--- src/rtl/bdlp_pkg.sv ---
`timescale 1ns / 1ps
`default_nettype none

package bdlp_pkg;

  // APB register map: register i at byte address 4*i
  localparam int unsigned ADDR_W  = 4;
  localparam int unsigned DATA_W  = 32;
  localparam int unsigned THRESH_W = 16;

  typedef enum logic [1:0] {
    REG_DEBOUNCE = 2'd0,
    REG_LONG     = 2'd1,
    REG_ENABLE   = 2'd2
  } reg_idx_t;

  localparam logic [THRESH_W-1:0] DEBOUNCE_RST = 16'd50;
  localparam logic [THRESH_W-1:0] LONG_RST     = 16'd1000;
  localparam logic                ENABLE_RST   = 1'b1;

  // Settings and write strobe from the register block to the engine
  typedef struct packed {
    logic [THRESH_W-1:0] debounce_ticks;
    logic [THRESH_W-1:0] long_press_ticks;
    logic                enable;
    logic                flag_clr;
  } cfg_ctl_t;

  typedef struct packed {
    logic level;
    logic take_press;
    logic take_long;
  } in_item_t;

  typedef struct packed {
    logic pressed;
    logic long_pressed;
    logic debounced_level;
  } res_t;

endpackage

`default_nettype wire

--- src/rtl/bdlp_if.sv ---
`timescale 1ns / 1ps
`default_nettype none

interface bdlp_in_if;
  logic valid;
  logic ready;
  logic level;
  logic take_press;
  logic take_long;

  modport source (output valid, output level, output take_press, output take_long,
                  input ready);
  modport sink   (input valid, input level, input take_press, input take_long,
                  output ready);
endinterface

interface bdlp_out_if;
  logic valid;
  logic ready;
  logic pressed;
  logic long_pressed;
  logic debounced_level;

  modport source (output valid, output pressed, output long_pressed,
                  output debounced_level, input ready);
  modport sink   (input valid, input pressed, input long_pressed,
                  input debounced_level, output ready);
endinterface

`default_nettype wire

--- src/rtl/bdlp_regs.sv ---
`timescale 1ns / 1ps
`default_nettype none

module bdlp_regs (
  input  wire logic                         clk,
  input  wire logic                         rst_n,
  input  wire logic                         psel,
  input  wire logic                         penable,
  input  wire logic                         pwrite,
  input  wire logic [bdlp_pkg::ADDR_W-1:0]  paddr,
  input  wire logic [bdlp_pkg::DATA_W-1:0]  pwdata,
  output logic      [bdlp_pkg::DATA_W-1:0]  prdata,
  output logic                              pready,
  output bdlp_pkg::cfg_ctl_t                ctl
);
  import bdlp_pkg::*;

  logic [THRESH_W-1:0] debounce_r;
  logic [THRESH_W-1:0] long_r;
  logic                enable_r;
  logic                wr;
  reg_idx_t            idx;

  assign pready = 1'b1;
  assign wr     = psel && penable && pwrite;
  assign idx    = reg_idx_t'(paddr[3:2]);

  always_ff @(posedge clk) begin
    if (!rst_n) begin
      debounce_r <= DEBOUNCE_RST;
      long_r     <= LONG_RST;
      enable_r   <= ENABLE_RST;
    end else if (wr) begin
      case (idx)
        REG_DEBOUNCE: debounce_r <= pwdata[THRESH_W-1:0];
        REG_LONG:     long_r     <= pwdata[THRESH_W-1:0];
        REG_ENABLE:   enable_r   <= pwdata[0];
        default: ;
      endcase
    end
  end

  always_comb begin
    case (idx)
      REG_DEBOUNCE: prdata = {{(DATA_W-THRESH_W){1'b0}}, debounce_r};
      REG_LONG:     prdata = {{(DATA_W-THRESH_W){1'b0}}, long_r};
      REG_ENABLE:   prdata = {{(DATA_W-1){1'b0}}, enable_r};
      default:      prdata = '0;
    endcase
  end

  always_comb begin
    ctl.debounce_ticks   = debounce_r;
    ctl.long_press_ticks = long_r;
    ctl.enable           = enable_r;
    ctl.flag_clr         = wr && (idx == REG_ENABLE);
  end

endmodule

`default_nettype wire

--- src/rtl/bdlp_engine.sv ---
`timescale 1ns / 1ps
`default_nettype none

module bdlp_engine #(
  parameter int unsigned COUNT_WIDTH = 16
) (
  input  wire logic                clk,
  input  wire logic                rst_n,
  input  wire bdlp_pkg::cfg_ctl_t  ctl,
  input  wire logic                step,
  input  wire bdlp_pkg::in_item_t  item,
  output bdlp_pkg::res_t           res
);
  import bdlp_pkg::*;

  localparam int unsigned CMP_W = (COUNT_WIDTH > THRESH_W) ? COUNT_WIDTH : THRESH_W;

  logic                   raw_last_r;
  logic                   stable_r;
  logic [COUNT_WIDTH-1:0] elapsed_r;
  logic                   press_r;
  logic                   long_r;
  logic                   supp_r;

  logic [COUNT_WIDTH-1:0] elapsed_nxt;
  logic                   stable_nxt;
  logic                   supp_nxt;
  logic                   press_set;
  logic                   long_set;
  logic                   pass_db;
  logic                   release_seen;
  logic                   press_rep;
  logic                   long_rep;

  always_comb begin
    // restart on a raw edge, else count up and stick at all ones
    if (item.level != raw_last_r) begin
      elapsed_nxt = '0;
    end else if (elapsed_r != {COUNT_WIDTH{1'b1}}) begin
      elapsed_nxt = elapsed_r + 1'b1;
    end else begin
      elapsed_nxt = elapsed_r;
    end

    pass_db      = CMP_W'(elapsed_nxt) > CMP_W'(ctl.debounce_ticks);
    release_seen = pass_db && !stable_r && item.level;
    press_set    = release_seen && !supp_r;
    stable_nxt   = pass_db ? item.level : stable_r;
    long_set     = !stable_nxt && (CMP_W'(elapsed_nxt) > CMP_W'(ctl.long_press_ticks));
    supp_nxt     = long_set ? 1'b1 : (release_seen ? 1'b0 : supp_r);
    press_rep    = press_r || press_set;
    long_rep     = long_r || long_set;

    if (ctl.enable) begin
      res.pressed         = press_rep;
      res.long_pressed    = long_rep;
      res.debounced_level = stable_nxt;
    end else begin
      res.pressed         = 1'b0;
      res.long_pressed    = 1'b0;
      res.debounced_level = stable_r;
    end
  end

  always_ff @(posedge clk) begin
    if (!rst_n) begin
      raw_last_r <= 1'b1;
      stable_r   <= 1'b1;
      elapsed_r  <= '0;
      press_r    <= 1'b0;
      long_r     <= 1'b0;
      supp_r     <= 1'b0;
    end else if (ctl.flag_clr) begin
      press_r <= 1'b0;
      long_r  <= 1'b0;
    end else if (step) begin
      if (ctl.enable) begin
        raw_last_r <= item.level;
        stable_r   <= stable_nxt;
        elapsed_r  <= elapsed_nxt;
        supp_r     <= supp_nxt;
        press_r    <= press_rep && !item.take_press;
        long_r     <= long_rep && !item.take_long;
      end else begin
        press_r <= 1'b0;
        long_r  <= 1'b0;
      end
    end
  end

  a_flag_clr: assert property (@(posedge clk) disable iff (!rst_n)
    ctl.flag_clr |=> !press_r && !long_r)
    else $error("flags not cleared after enable write");

  a_edge_restart: assert property (@(posedge clk) disable iff (!rst_n)
    step && ctl.enable && !ctl.flag_clr && (item.level != raw_last_r) |=> elapsed_r == '0)
    else $error("elapsed count not restarted on raw edge");

  a_long_marks: assert property (@(posedge clk) disable iff (!rst_n)
    step && ctl.enable && !ctl.flag_clr && long_set |=> supp_r)
    else $error("long press did not set suppress mark");

  a_disabled_quiet: assert property (@(posedge clk) disable iff (!rst_n)
    step && !ctl.enable && !ctl.flag_clr |=> !press_r && !long_r && $stable(elapsed_r))
    else $error("state moved while disabled");

endmodule

`default_nettype wire

--- src/rtl/button_debounce_long_press_core.sv ---
`timescale 1ns / 1ps
`default_nettype none

// Channel   Dir  Handshake         Payload
// in_if     in   valid/ready       level, take_press, take_long (one 1 ms tick)
// out_if    out  valid/ready       pressed, long_pressed, debounced_level
// APB       in   psel/penable      debounce_ticks @0x0, long_press_ticks @0x4, enable @0x8
//
// One item per cycle sustained while out_if.ready stays high; a taken item passes the
// input register, then the engine into the result register, before its result is offered.
// Synchronous active-low reset returns thresholds to 50 and 1000, enable to 1, and
// the debouncer to released with no flags.
// A stalled result holds in the result register; one more item waits in the input
// register, after which in_if.ready drops until out_if takes the result.
module button_debounce_long_press_core #(
  parameter int unsigned COUNT_WIDTH = 16
) (
  input  wire logic                         clk,
  input  wire logic                         rst_n,
  bdlp_in_if.sink                           in_if,
  bdlp_out_if.source                        out_if,
  input  wire logic                         psel,
  input  wire logic                         penable,
  input  wire logic                         pwrite,
  input  wire logic [bdlp_pkg::ADDR_W-1:0]  paddr,
  input  wire logic [bdlp_pkg::DATA_W-1:0]  pwdata,
  output logic      [bdlp_pkg::DATA_W-1:0]  prdata,
  output logic                              pready
);
  import bdlp_pkg::*;

  cfg_ctl_t ctl;
  in_item_t item_r;
  res_t     res;
  res_t     res_r;
  logic     s1_valid_r;
  logic     out_valid_r;
  logic     advance;
  logic     step;
  logic     in_fire;

  bdlp_regs u_regs (
    .clk     (clk),
    .rst_n   (rst_n),
    .psel    (psel),
    .penable (penable),
    .pwrite  (pwrite),
    .paddr   (paddr),
    .pwdata  (pwdata),
    .prdata  (prdata),
    .pready  (pready),
    .ctl     (ctl)
  );

  bdlp_engine #(
    .COUNT_WIDTH (COUNT_WIDTH)
  ) u_engine (
    .clk   (clk),
    .rst_n (rst_n),
    .ctl   (ctl),
    .step  (step),
    .item  (item_r),
    .res   (res)
  );

  // result register is free when empty or being taken this cycle
  assign advance     = !out_valid_r || out_if.ready;
  assign step        = s1_valid_r && advance;
  assign in_if.ready = !s1_valid_r || advance;
  assign in_fire     = in_if.valid && in_if.ready;

  always_ff @(posedge clk) begin
    if (!rst_n) begin
      s1_valid_r  <= 1'b0;
      out_valid_r <= 1'b0;
    end else begin
      if (in_fire) begin
        s1_valid_r <= 1'b1;
      end else if (step) begin
        s1_valid_r <= 1'b0;
      end
      if (step) begin
        out_valid_r <= 1'b1;
      end else if (out_if.ready) begin
        out_valid_r <= 1'b0;
      end
    end
  end

  // payload registers: load the tick on accept, the result on step
  always_ff @(posedge clk) begin
    if (in_fire) begin
      item_r.level      <= in_if.level;
      item_r.take_press <= in_if.take_press;
      item_r.take_long  <= in_if.take_long;
    end
    if (step) begin
      res_r <= res;
    end
  end

  assign out_if.valid           = out_valid_r;
  assign out_if.pressed         = res_r.pressed;
  assign out_if.long_pressed    = res_r.long_pressed;
  assign out_if.debounced_level = res_r.debounced_level;

endmodule

`default_nettype wire

--- src/flat_wrapper.sv ---
// flat-port wrapper written by rule: the top's interface ports become plain ports
module button_debounce_long_press_core_flat import bdlp_pkg::*;
#(
  parameter int unsigned COUNT_WIDTH = 16
)
  (clk, rst_n, psel, penable, pwrite, paddr, pwdata, prdata, pready, in_if_valid, in_if_level, in_if_take_press, in_if_take_long, in_if_ready, out_if_valid, out_if_pressed, out_if_long_pressed, out_if_debounced_level, out_if_ready);
  bdlp_in_if in_if_i ();
  bdlp_out_if out_if_i ();
  input  wire logic clk;
  input  wire logic rst_n;
  input  wire logic psel;
  input  wire logic penable;
  input  wire logic pwrite;
  input  wire logic [bdlp_pkg::ADDR_W-1:0] paddr;
  input  wire logic [bdlp_pkg::DATA_W-1:0] pwdata;
  output logic      [bdlp_pkg::DATA_W-1:0] prdata;
  output logic pready;
  input wire logic [$bits(in_if_i.valid)-1:0] in_if_valid;
  input wire logic [$bits(in_if_i.level)-1:0] in_if_level;
  input wire logic [$bits(in_if_i.take_press)-1:0] in_if_take_press;
  input wire logic [$bits(in_if_i.take_long)-1:0] in_if_take_long;
  output wire logic [$bits(in_if_i.ready)-1:0] in_if_ready;
  output wire logic [$bits(out_if_i.valid)-1:0] out_if_valid;
  output wire logic [$bits(out_if_i.pressed)-1:0] out_if_pressed;
  output wire logic [$bits(out_if_i.long_pressed)-1:0] out_if_long_pressed;
  output wire logic [$bits(out_if_i.debounced_level)-1:0] out_if_debounced_level;
  input wire logic [$bits(out_if_i.ready)-1:0] out_if_ready;
  assign in_if_i.valid = in_if_valid;
  assign in_if_i.level = in_if_level;
  assign in_if_i.take_press = in_if_take_press;
  assign in_if_i.take_long = in_if_take_long;
  assign in_if_ready = in_if_i.ready;
  assign out_if_valid = out_if_i.valid;
  assign out_if_pressed = out_if_i.pressed;
  assign out_if_long_pressed = out_if_i.long_pressed;
  assign out_if_debounced_level = out_if_i.debounced_level;
  assign out_if_i.ready = out_if_ready;
  button_debounce_long_press_core #(.COUNT_WIDTH(COUNT_WIDTH)) u_core (.clk(clk), .rst_n(rst_n), .in_if(in_if_i), .out_if(out_if_i), .psel(psel), .penable(penable), .pwrite(pwrite), .paddr(paddr), .pwdata(pwdata), .prdata(prdata), .pready(pready));
endmodule
--- config.mk ---
export PLATFORM = sky130hd
export DESIGN_NAME = button_debounce_long_press_core_flat
export DESIGN_NICKNAME = d
export VERILOG_FILES = /design/src/rtl/bdlp_pkg.sv /design/src/rtl/bdlp_if.sv /design/src/rtl/bdlp_regs.sv /design/src/rtl/bdlp_engine.sv /design/src/rtl/button_debounce_long_press_core.sv /design/src/flat_wrapper.sv
export SDC_FILE = /design/constraint.sdc
export NUM_CORES = 1
export LEC_CHECK = 0
export BUFFER_PORTS_ARGS = -buffer_cell sky130_fd_sc_hd__buf_2
export CAP_MARGIN = 20
export CELL_PAD_IN_SITES_DETAIL_PLACEMENT = 1
export CELL_PAD_IN_SITES_GLOBAL_PLACEMENT = 2
export CORE_ASPECT_RATIO = 0.75
export CORE_UTILIZATION = 29
export CTS_CLUSTER_SIZE = 10
export DETAILED_ROUTE_END_ITERATION = 8
export PLACE_DENSITY_LB_ADDON = 0.1
export RECOVER_POWER = 50
export SLEW_MARGIN = 20
export SYNTH_ARGS = -nofsm -noshare
export SYNTH_HDL_FRONTEND = slang
export SYNTH_SLANG_ARGS = --single-unit
--- constraint.sdc ---
create_clock -name clk -period 3.1 [get_ports clk]
set_input_delay 0.465 -clock clk [delete_from_list [all_inputs] [get_ports clk]]
set_output_delay 0.465 -clock clk [all_outputs]
set_load 0.03 [all_outputs]
=== Word-level counts from Yosys, hierarchy flattened ===
Index checks and enable logic that the tools add are counted.

* Memory bits (writable): 0
* Bits in latches: 0
* Memories kept: 0
* Bits in read-only memories: 0
* Word-level logic and storage cells: 71
* Input bits: 46
* Flip-flop bits (word level): 62

* Bitwise gates (word level): 2
* Add/sub/neg operators: 1
* Equal/unequal tests: 4
* Div/mod/pow operators: 0
* Magnitude comparators: 2
* Shift operators: 0
* Multipliers: 0
* Reduce and logical (&&, ||, !) cells: 32
* Muxes and demuxes: 13

{| class="wikitable"
|+ Operators with widths
! kind !! count
|-
| case mux 16 bit (3 select lines) || 1
|-
| > comparator 16 bit || 2
|-
| 2-to-1 mux 16 bit || 2
|-
| adder 16 x 1 -> 16 bit (second input constant) || 1
|-
| inequality test 16 bit (second input constant) || 1
|-
| logical AND 1 bit || 11
|-
| 2-to-1 mux 1 bit || 10
|-
| logical NOT 1 bit || 7
|-
| AND reduction 2 bit || 3
|-
| nonzero test 2 bit || 3
|-
| logical OR 1 bit || 4
|-
| AND reduction 4 bit || 1
|-
| AND reduction 3 bit || 1
|-
| == test 2 x 1 -> 1 bit (second input constant) || 1
|-
| == test 2 bit (second input constant) || 1
|-
| logical NOT 2 bit || 1
|-
| NOT 1 bit || 2
|-
| OR reduction 2 bit || 1
|-
| inequality test 1 bit || 1
|}

=== Logic depth before layout (Yosys ltp) ===
Gate-level depths: netlist of run 1.

* Depth in word-level cells: 10
* Mapped depth: 15
* Gate-level depth less buffers: 14

=== By module ===
Synthesis of run 1 repeated with hierarchy kept, for this count alone.

* Cells, all modules: 503
* Area total of the unflattened synthesis: 4,252.8 um^2

{| class="wikitable"
|+ By module, submodules not included
! module !! cells an instance !! area an instance (um^2) !! times used !! seq. area each (um^2)
|-
| bdlp_engine || 295 || 2,217.1 || 1 || 420.4
|-
| bdlp_regs || 193 || 1,751.7 || 1 || 660.6
|-
| button_debounce_long_press_core || 15 || 284.0 || 1 || 220.2
|}

=== Least setup slack after synthesis of run 1 ===
No wires, ideal clock.

* Kind: register to register
* Start point: reg u_core.u_engine.elapsed_r[6]
* End point: reg u_core.u_engine.supp_r
* Data arrival time: 3.323 ns
* Path slack: -0.339 ns
* Cell stages (with the launch flop): 15
* Path buffers: 2
* Library setup time: 0.116 ns
* Required time: 2.984 ns
* Clock period less this slack: 3.439 ns
* Cells stage by stage: dfxtp_1 clkbuf_2 nand4_2 or3_4 or3_4 buf_6 mux2i_1 nor2_1 ha_1 nor2b_1 o211ai_1 a2111o_1 a311oi_1 o21ai_0 and3b_1

* Word-level cells in the longest chain between the ends: 9
* Elaborated cells between the ends (all ways): 14

{| class="wikitable"
|+ Ends and longest elaborated chain
! item !! RTL line !! text
|-
| start, declared || bdlp_engine.sv:20 || <nowiki>logic [COUNT_WIDTH-1:0] elapsed_r;</nowiki>
|-
| start signal, assigned || bdlp_engine.sv:80 || <nowiki>elapsed_r <= elapsed_nxt;</nowiki>
|-
| inequality test 16 bit (*) || bdlp_engine.sv:39 || <nowiki>end else if (elapsed_r != {COUNT_WIDTH{1'b1}}) begin</nowiki>
|-
| 2-to-1 mux 16 bit (*) || bdlp_engine.sv:39 ||
|-
| 2-to-1 mux 16 bit (*) || bdlp_engine.sv:37 || <nowiki>if (item.level != raw_last_r) begin</nowiki>
|-
| net u_core.u_engine.elapsed_nxt[1] || bdlp_engine.sv:25 || <nowiki>logic [COUNT_WIDTH-1:0] elapsed_nxt;</nowiki>
|-
| > comparator 16 bit || bdlp_engine.sv:45 || <nowiki>pass_db = CMP_W'(elapsed_nxt) > CMP_W'(ctl.debounce_ticks);</nowiki>
|-
| 2-to-1 mux 1 bit || bdlp_engine.sv:48 || <nowiki>stable_nxt = pass_db ? item.level : stable_r;</nowiki>
|-
| logical NOT 1 bit || bdlp_engine.sv:49 || <nowiki>long_set = !stable_nxt && (CMP_W'(elapsed_nxt) > CMP_W'(ctl.long_press_ticks));</nowiki>
|-
| logical AND 1 bit || bdlp_engine.sv:49 ||
|-
| nonzero test 2 bit (no line) || n/a ||
|-
| AND reduction 4 bit (no line) || n/a ||
|-
| end signal, assigned || bdlp_engine.sv:81 || <nowiki>supp_r <= supp_nxt;</nowiki>
|-
| end, declared || bdlp_engine.sv:23 || <nowiki>logic supp_r;</nowiki>
|}

Mark *: on every way through the listed nets, which the timed path passes. The rest lies on a longest branch.
A chain may end at the register's enable or synchronous reset.

=== Worst setup path after layout of run 1 ===
* Start point: reg u_core.u_engine.elapsed_r[0]
* End point: reg u_core.res_r, in the netlist u_core.out_if.long_pressed, data pin

* Word-level cells in the longest chain between the ends: 8
* Elaborated cells between the ends (all ways): 10

{| class="wikitable"
|+ Ends and longest elaborated chain
! item !! RTL line !! text
|-
| adder 16 x 1 -> 16 bit / inequality test 16 bit (equally long branches) || bdlp_engine.sv:40, bdlp_engine.sv:39 ||
|-
| 2-to-1 mux 16 bit (*) || bdlp_engine.sv:39 ||
|-
| 2-to-1 mux 16 bit (*) || bdlp_engine.sv:37 ||
|-
| net u_core.u_engine.elapsed_nxt[2] || bdlp_engine.sv:25 ||
|-
| > comparator 16 bit || bdlp_engine.sv:45 ||
|-
| 2-to-1 mux 1 bit || bdlp_engine.sv:48 ||
|-
| logical NOT 1 bit || bdlp_engine.sv:49 ||
|-
| logical AND 1 bit (*) || bdlp_engine.sv:49 ||
|-
| logical OR 1 bit (*) || bdlp_engine.sv:52 || <nowiki>long_rep = long_r || long_set;</nowiki>
|-
| end signal, assigned || button_debounce_long_press_core.sv:98 || <nowiki>res_r <= res;</nowiki>
|-
| end, declared || button_debounce_long_press_core.sv:35 || <nowiki>res_t res_r;</nowiki>
|}

Marked as above.

==> impl_metrics.py, run 1 <==
metrics = {
    "pwr": {
        "intPower_w": 0.00161,
        "p_sw_frac": 0.251,
        "seqPwrFrac": 0.387,
        "peakVddDrop_mv": 0.255,
        "p_comb_frac": 0.116,
        "power_density_mw_per_mm2": 391,
        "p_switching_w": 0.000540,
        "cellLeakagePower_nw": 2.50,
        "p_clk_frac": 0.496,
    },
    "logic_synthesis": {
        "synth-seq-cells": 62,
        "synth_seq_area_share": 0.316,
        "yosysWarnings": 0,
        "yosysTopAreaCell": "dfxtp_1",
        "synth_top_flop_cell": "dfxtp_1",
        "synth_area_mm2": 0.00412,
        "syn-mean-instance-area_um2": 8.44,
        "synthDistinctLibCells": 59,
        "async_flop_share": 0,
        "synthTopCellsByArea": "dfxtp_1, mux2i_1, ha_1",
        "synth-edff-count": 6,
        "netlist_instances": 488,
        "yosys.area.top_type_share": 0.272,
    },
    "setup_path": {
        "cp_slowest_cell": "a2111o_1",
        "critPathBufInv": 3,
        "critPathMaxStageDelay_ps": 440,
        "cpLargestDelayFamily": "compound AO/OA/AOI/OAI gates",
        "cp-end-kind": "register",
        "path_class": "reg -> reg",
        "required_ps": 3190,
        "start_kind": "register",
        "arrival_ps": 3420,
        "path_cells": "ha_4, nand4_1, buf_4, or3_4, buf_6, nand2_1, xor2_1, nor2_1, ha_1, o211ai_1, a2111o_1, a311oi_2, buf_4, o31ai_2",
        "crit_top_cell": "buf_4",
        "cp_max_fo": 6,
    },
    "timing": {
        "drv_slew": 35,
        "fmaxAchievable_mhz": 300,
        "clock_skew_ps": 5.32,
        "period_minus_slack_ps": 3330,
        "slew_headroom": -0.0479,
        "tightest_slew_ps": 1570,
        "min_period_over_period": 1.07,
        "hold_viol_final": 0,
        "layout_setup_ws_ps": -231,
        "setup_viol_count_final": 7,
        "rsz0062_at_grt": "yes",
    },
    "cts": {
        "cts_sinks": 62,
        "cts_tree": "built",
        "clk_latency_ps": 340,
        "numCtsBuffers": 9,
        "cts.path.max_buffers": 2,
        "clk_pin_slew_ps": 50,
        "htreeDepth": 3,
        "clockRootBuffer": "clkbuf_16",
    },
    "floorplanning": {
        "die_y_um": 105,
        "pin_count": 84,
        "rows": 37,
        "die_w_um": 140,
        "coreArea_mm2": 0.0138,
        "dieArea_mm2": 0.0147,
        "initial_utilization": 0.298,
    },
    "grt": {
        "antenna_found_initial": 0,
        "grt_pass1_vias": 4016,
        "grt_usage": 0.177,
        "grt_pass1_wl_um": 20200,
        "grt_max_degree": 35,
        "grt_overflow": 0,
    },
    "min_path": {
        "hold_class": "in -> reg",
    },
    "status": {
        "status": "finished, violations left",
        "failed_checks": "capacitance limit, slew limit, setup timing",
    },
    "job": {
        "maxCapViolations": 1,
    },
    "routing": {
        "drtAntennaViolNets": 0,
        "vias": 3787,
        "drc_errors": 0,
        "drt_iter0_markers": 87,
        "detail_route.first_pass.iterations": 4,
        "via_per_inst": 4.88,
        "post_drt_wl_per_cell_um": 16.0,
        "routed_wl_um": 12400,
    },
    "cells_and_area": {
        "syn_to_final_growth_pct": 33.5,
        "diodes": 0,
        "num-fill-cells": 1640,
        "drive_gt1_frac": 0.296,
        "num-nets-final": 675,
        "multi_input_area_mm2": 0.00272,
        "final_area_mm2": 0.00550,
        "regArea_mm2": 0.00131,
    },
    "place": {
        "pre_cts_ws_ps": -475,
        "dp_hpwl_um": 9270,
        "placed_area_mm2": 0.00490,
        "gp_congestion": 0.800,
        "io_buffers": 48,
    },
}
cells by family after synthesis:
family                   after synthesis  synth area share
adder cells (fa/ha/maj)               33             0.100
flip-flops                            62             0.316
other                                  2           0.00182
AND/OR/NAND/NOR                      168             0.211
multiplexers                          50             0.122
AO/OA/AOI/OAI                         85             0.134
XOR/XNOR                              13            0.0277
buffers and inverters                 75            0.0878
synth_stat cells (2+ instances only):
master	n
nor2_1	41
nor3b_1	3
o22ai_1	3
nor3_1	4
nor4_1	5
xnor2_1	5
nand2_1	41
ha_1	33
inv_1	34
o211ai_1	6
xor2_1	8
nand3b_1	2
nor2b_1	31
a31oi_1	4
or3_4	2
buf_4	18
nand2b_1	4
a211oi_1	2
or3_1	2
nand4_1	11
a22oi_1	2
edfxtp_1	6
buf_2	3
o31ai_1	2
mux2i_1	49
o21a_1	2
and3_1	5
nand3_1	8
conb_1	2
clkbuf_1	17
dfxtp_1	56
a21oi_1	31
a21boi_0	4
o21ai_0	16
and2_1	2
timing repair:
item,in CTS,in global routing
setup endpoints to repair,7,7
pin swaps,26,15
hold buffers,0,0
gates resized for setup,25,15
buffers inserted,9,4
path summary, 6_finish.rpt:
check | start | to | slack [ps] | cells after the start
worst min-delay path | in_if_take_press | u_core.item_r[1]$_DFFE_PP_ | 310 | 1
worst min register to register | u_core.u_engine.long_r$_SDFFE_PP0P_ | u_core.u_engine.long_r$_SDFFE_PP0P_ | 480 | 2
worst max register to register | u_core.u_engine.elapsed_r[0]$_SDFFE_PN0P_ | u_core.out_if.long_pressed$_SDFFCE_PN0P_ | -230 | 14
worst max-delay path | u_core.u_engine.elapsed_r[0]$_SDFFE_PN0P_ | u_core.out_if.long_pressed$_SDFFCE_PN0P_ | -230 | 14
registers in the layout, summed over array words and instances, names as in the netlist, 3 cells and up:
name,count
u_core.item_r,3
u_core.u_regs.long_r,16
u_core.u_regs.debounce_r,16
u_core.u_engine.elapsed_r,16
final cells by class:
type                       count  share of cell area
clock inverter                 5              0.0134
clock buffer                  11              0.0423
inverter                      34              0.0232
timing repair buffer         123               0.149
multi-input combinational    366               0.494
tap                          175              0.0398
sequential                    62               0.238
cell usage in the layout, fill, tap and decap left out, types with 9 or more instances in the layout:
| cell type | Yosys | routed |
|---|---|---|
| conb_1 | 2 | 17 |
| nand4_1 | 11 | 11 |
| inv_1 | 34 | 34 |
| buf_4 | 18 | 70 |
| mux2i_1 | 49 | 48 |
| nand2_1 | 41 | 40 |
| a21oi_1 | 31 | 28 |
| clkbuf_16 | 0 | 9 |
| buf_2 | 3 | 43 |
| nor2_1 | 41 | 38 |
| o21ai_0 | 16 | 13 |
| ha_1 | 33 | 29 |
| dfxtp_1 | 56 | 49 |
| nor2b_1 | 31 | 31 |
power groups by stage:
stage / sequential, W / clock, W / combinational [W]
2_1_floorplan: 0.000850 / 0 / 0.000169
3_5_place_dp: 0.000849 / 0 / 0.000244
6_report: 0.000833 / 0.00107 / 0.000250
5_1_grt: 0.000834 / 0.00113 / 0.000275
3_3_place_gp: 0.000848 / 0 / 0.000240
4_1_cts: 0.000833 / 0.00110 / 0.000251
metrics by stage:
| stage | setup TNS, ps | instances | power (W) | hold slack, ps | utilization |
|---|---|---|---|---|---|
| 6_report | -1230 | 776 | 0.00215 | 313 | 0.399 |
| 4_1_cts | -1410 | 772 | 0.00218 | 304 | 0.390 |
| 3_3_place_gp | -1880 | 747 | 0.00109 | 437 | 0.355 |
| 2_1_floorplan | -617 | 503 | 0.00102 | 425 | - |
| 5_1_grt | -2320 | 776 | 0.00224 | 303 | 0.399 |
| 3_5_place_dp | -2370 | 747 | 0.00109 | 466 | 0.355 |
routing by layer:
| layer | GRT usage | share of wire |
|---|---|---|
| met5 | 0 | 0 |
| met2 | 0.297 | 0.47 |
| met3 | 0.0426 | 0.032 |
| met1 | 0.225 | 0.49 |
| met4 | 0.0526 | 0.013 |
No activity file was read; power rests on OpenSTA's default activity.
==> run 2: changes to the inputs <==
- CELL_PAD_IN_SITES_DETAIL_PLACEMENT: 1 -> 0
- CELL_PAD_IN_SITES_GLOBAL_PLACEMENT: 2 -> 1
- CORE_UTILIZATION: 29 -> 37
==> run 2 against run 1 <==
Compared with the run above: the run still ends with capacitance limit, slew limit, setup timing left; setup slack lost 14 ps; cell area down 1.7%; die area fell by 21%; hold slack barely moved; non-clock buffer count rose by 2; sequential power is essentially flat; via count is 4.1% lower; maximum frequency shrank 0.42%; largest cell class unchanged.
==> impl_metrics.py, run 2 (same netlist as run 1, synthesis figures left out) <==
metrics = {
    "setup_path": {
        "required_ps": 3180,
        "r2r-end": "u_core.out_if.debounced_level$_DFFE_PP_",
        "ff2ff_path_depth": 12,
        "path_class": "reg -> reg",
        "cp_max_fo": 7,
        "cp-end-kind": "register",
        "startpoint": "u_core.u_engine.elapsed_r[5]$_SDFFE_PN0P_",
        "r2r_start": "u_core.u_engine.elapsed_r[5]$_SDFFE_PN0P_",
        "reg2reg_slack_ps": -250,
        "arrival_ps": 3430,
        "start_kind": "register",
    },
    "min_path": {
        "hold_depth": 1,
        "holdCritStartpoint": "in_if_level",
        "hold_class": "in -> reg",
        "min_to": "u_core.item_r[2]$_DFFE_PP_",
    },
    "cells_and_area": {
        "instances_no_fill": 739,
        "reg_top3": "u_core.u_engine.elapsed_r: 16 flops, u_core.u_regs.debounce_r: 16 flops, u_core.u_regs.long_r: 16 flops",
        "num-nets-final": 677,
        "layout_commonest_cell": "buf_4",
        "diodes": 0,
        "num-fill-cells": 1012,
        "final_util": 0.513,
        "syn_to_final_growth_pct": 31.2,
        "drive_gt1_frac": 0.282,
        "final_cell_mix": "buf_4, dfxtp_1, mux2i_1",
    },
    "timing": {
        "fmaxAchievable_mhz": 299,
        "hold_viol_final": 0,
        "drv_slew": 36,
        "setup_viol_count_final": 7,
        "layout_setup_ws_ps": -245,
        "min_period_over_period": 1.08,
        "rsz0062_at_grt": "yes",
        "period_minus_slack_ps": 3350,
        "clock_skew_ps": 6.69,
        "whs_ps": 313,
        "tightest_slew_ps": 1520,
        "slew_headroom": -0.0131,
    },
    "grt": {
        "grt_pass1_vias": 3590,
        "grt_max_degree": 36,
        "grt_pass1_wl_um": 17500,
        "grt_overflow": 0,
        "antenna_found_initial": 0,
        "grt_usage": 0.198,
    },
    "cts": {
        "clockRootBuffer": "clkbuf_16",
        "clk_pin_slew_ps": 50,
        "numCtsBuffers": 9,
        "hold_buffers": 0,
        "clk_latency_ps": 330,
        "cts_tree": "built",
        "htreeDepth": 3,
        "cts_sinks": 62,
        "cts.path.max_buffers": 2,
    },
    "routing": {
        "post_drt_wl_per_cell_um": 14.3,
        "vias": 3633,
        "drt_iter0_markers": 163,
        "via_per_inst": 4.92,
        "drtAntennaViolNets": 0,
        "drc_errors": 0,
        "routed_wl_um": 10600,
        "detail_route.first_pass.iterations": 4,
    },
    "pwr": {
        "power_density_mw_per_mm2": 392,
        "peakVddDrop_mv": 0.276,
        "cellLeakagePower_nw": 2.50,
        "finalPower_w": 0.00212,
    },
    "floorplanning": {
        "rows": 32,
        "initial_utilization": 0.391,
        "pin_count": 84,
        "dieArea_mm2": 0.0116,
        "die_y_um": 93.4,
        "die_w_um": 124,
        "coreArea_mm2": 0.0105,
    },
    "status": {
        "failed_checks": "capacitance limit, slew limit, setup timing",
        "status": "finished, violations left",
    },
    "place": {
        "pre_cts_ws_ps": -392,
        "gp_congestion": 0.807,
        "dp_hpwl_um": 7950,
        "dp.cells": 707,
        "io_buffers": 48,
    },
    "job": {
        "maxCapViolations": 1,
    },
}
-- run 2: cell types whose count changed in the layout (fill, tap and decap cells not counted), sizes merged --
| cell | change |
|---|---|
| buf | +2 |
| clkbuf | -1 |
| clkinv | +1 |
-- run 2: power by group --
part           internal (W)  leakage, nW  switching [W]
combinational     0.0000865         1.84       0.000156
clock              0.000693        0.149       0.000352
sequential         0.000823        0.510     0.00000909
total               0.00160         2.50       0.000517
-- run 2: timing repair --
item,CTS,global route
gates resized for setup,17,15
gates cloned,0,0
setup buffers,6,10
setup endpoints to repair,7,7
endpoints found under the hold margin,0,0
pin swaps,14,11
-- run 2: worst max path at each step --
stage	end	slack, ps	cells after the start
global placement	u_core.out_if.debounced_level$_DFFE_PP_	-320	12
CTS	u_core.out_if.debounced_level$_DFFE_PP_	-280	12
finish	u_core.out_if.debounced_level$_DFFE_PP_	-250	12
global route	u_core.out_if.long_pressed$_SDFFCE_PN0P_	-380	12
floorplan	u_core.out_if.debounced_level$_DFFE_PP_	-240	14
detailed placement	u_core.out_if.debounced_level$_DFFE_PP_	-390	12
-- run 2: critical path, stage by stage (launching register included) --
cell and delay, ps:
dfxtp_2 340, nand4_4 110, or3_4 340, or3_4 440
nand4_1 160, xor2_1 200, nor2_1 80, ha_1 330
a21oi_2 70, a2111o_1 510, a31oi_4 180, nand2_1 70
mux2_2 260
-- run 2: area by class of cell --
class | instances | area (µm²) | share of cell area
Timing Repair Buffer | 125 | 821 | 0.152
Clock inverter | 6 | 76.3 | 0.0141
Clock buffer | 10 | 229 | 0.0424
Sequential cell | 62 | 1310 | 0.242
Multi-Input combinational cell | 366 | 2670 | 0.495
Inverter | 34 | 128 | 0.0236
Tap cell | 136 | 170 | 0.0315
-- run 2: layer usage --
| layer | part of all wire | GRT usage | vias to the layer above | wire length (µm) |
|---|---|---|---|---|
| met5 | 0 | 0 | - | 0 |
| met1 | 0.51 | 0.268 | 1668 | 5350 |
| met2 | 0.44 | 0.310 | 66 | 4680 |
| met4 | 0.015 | 0.0622 | 0 | 155 |
| met3 | 0.038 | 0.0463 | 12 | 408 |
| li1 | - | - | 1887 | - |
-- run 2: stage by stage --
stage / TNS [ps] / area [µm²]
2_1_floorplan: -617 / 4210
3_3_place_gp: -1510 / 4850
3_5_place_dp: -2050 / 4850
4_1_cts: -1190 / 5290
5_1_grt: -2190 / 5400
6_report: -1230 / 5400
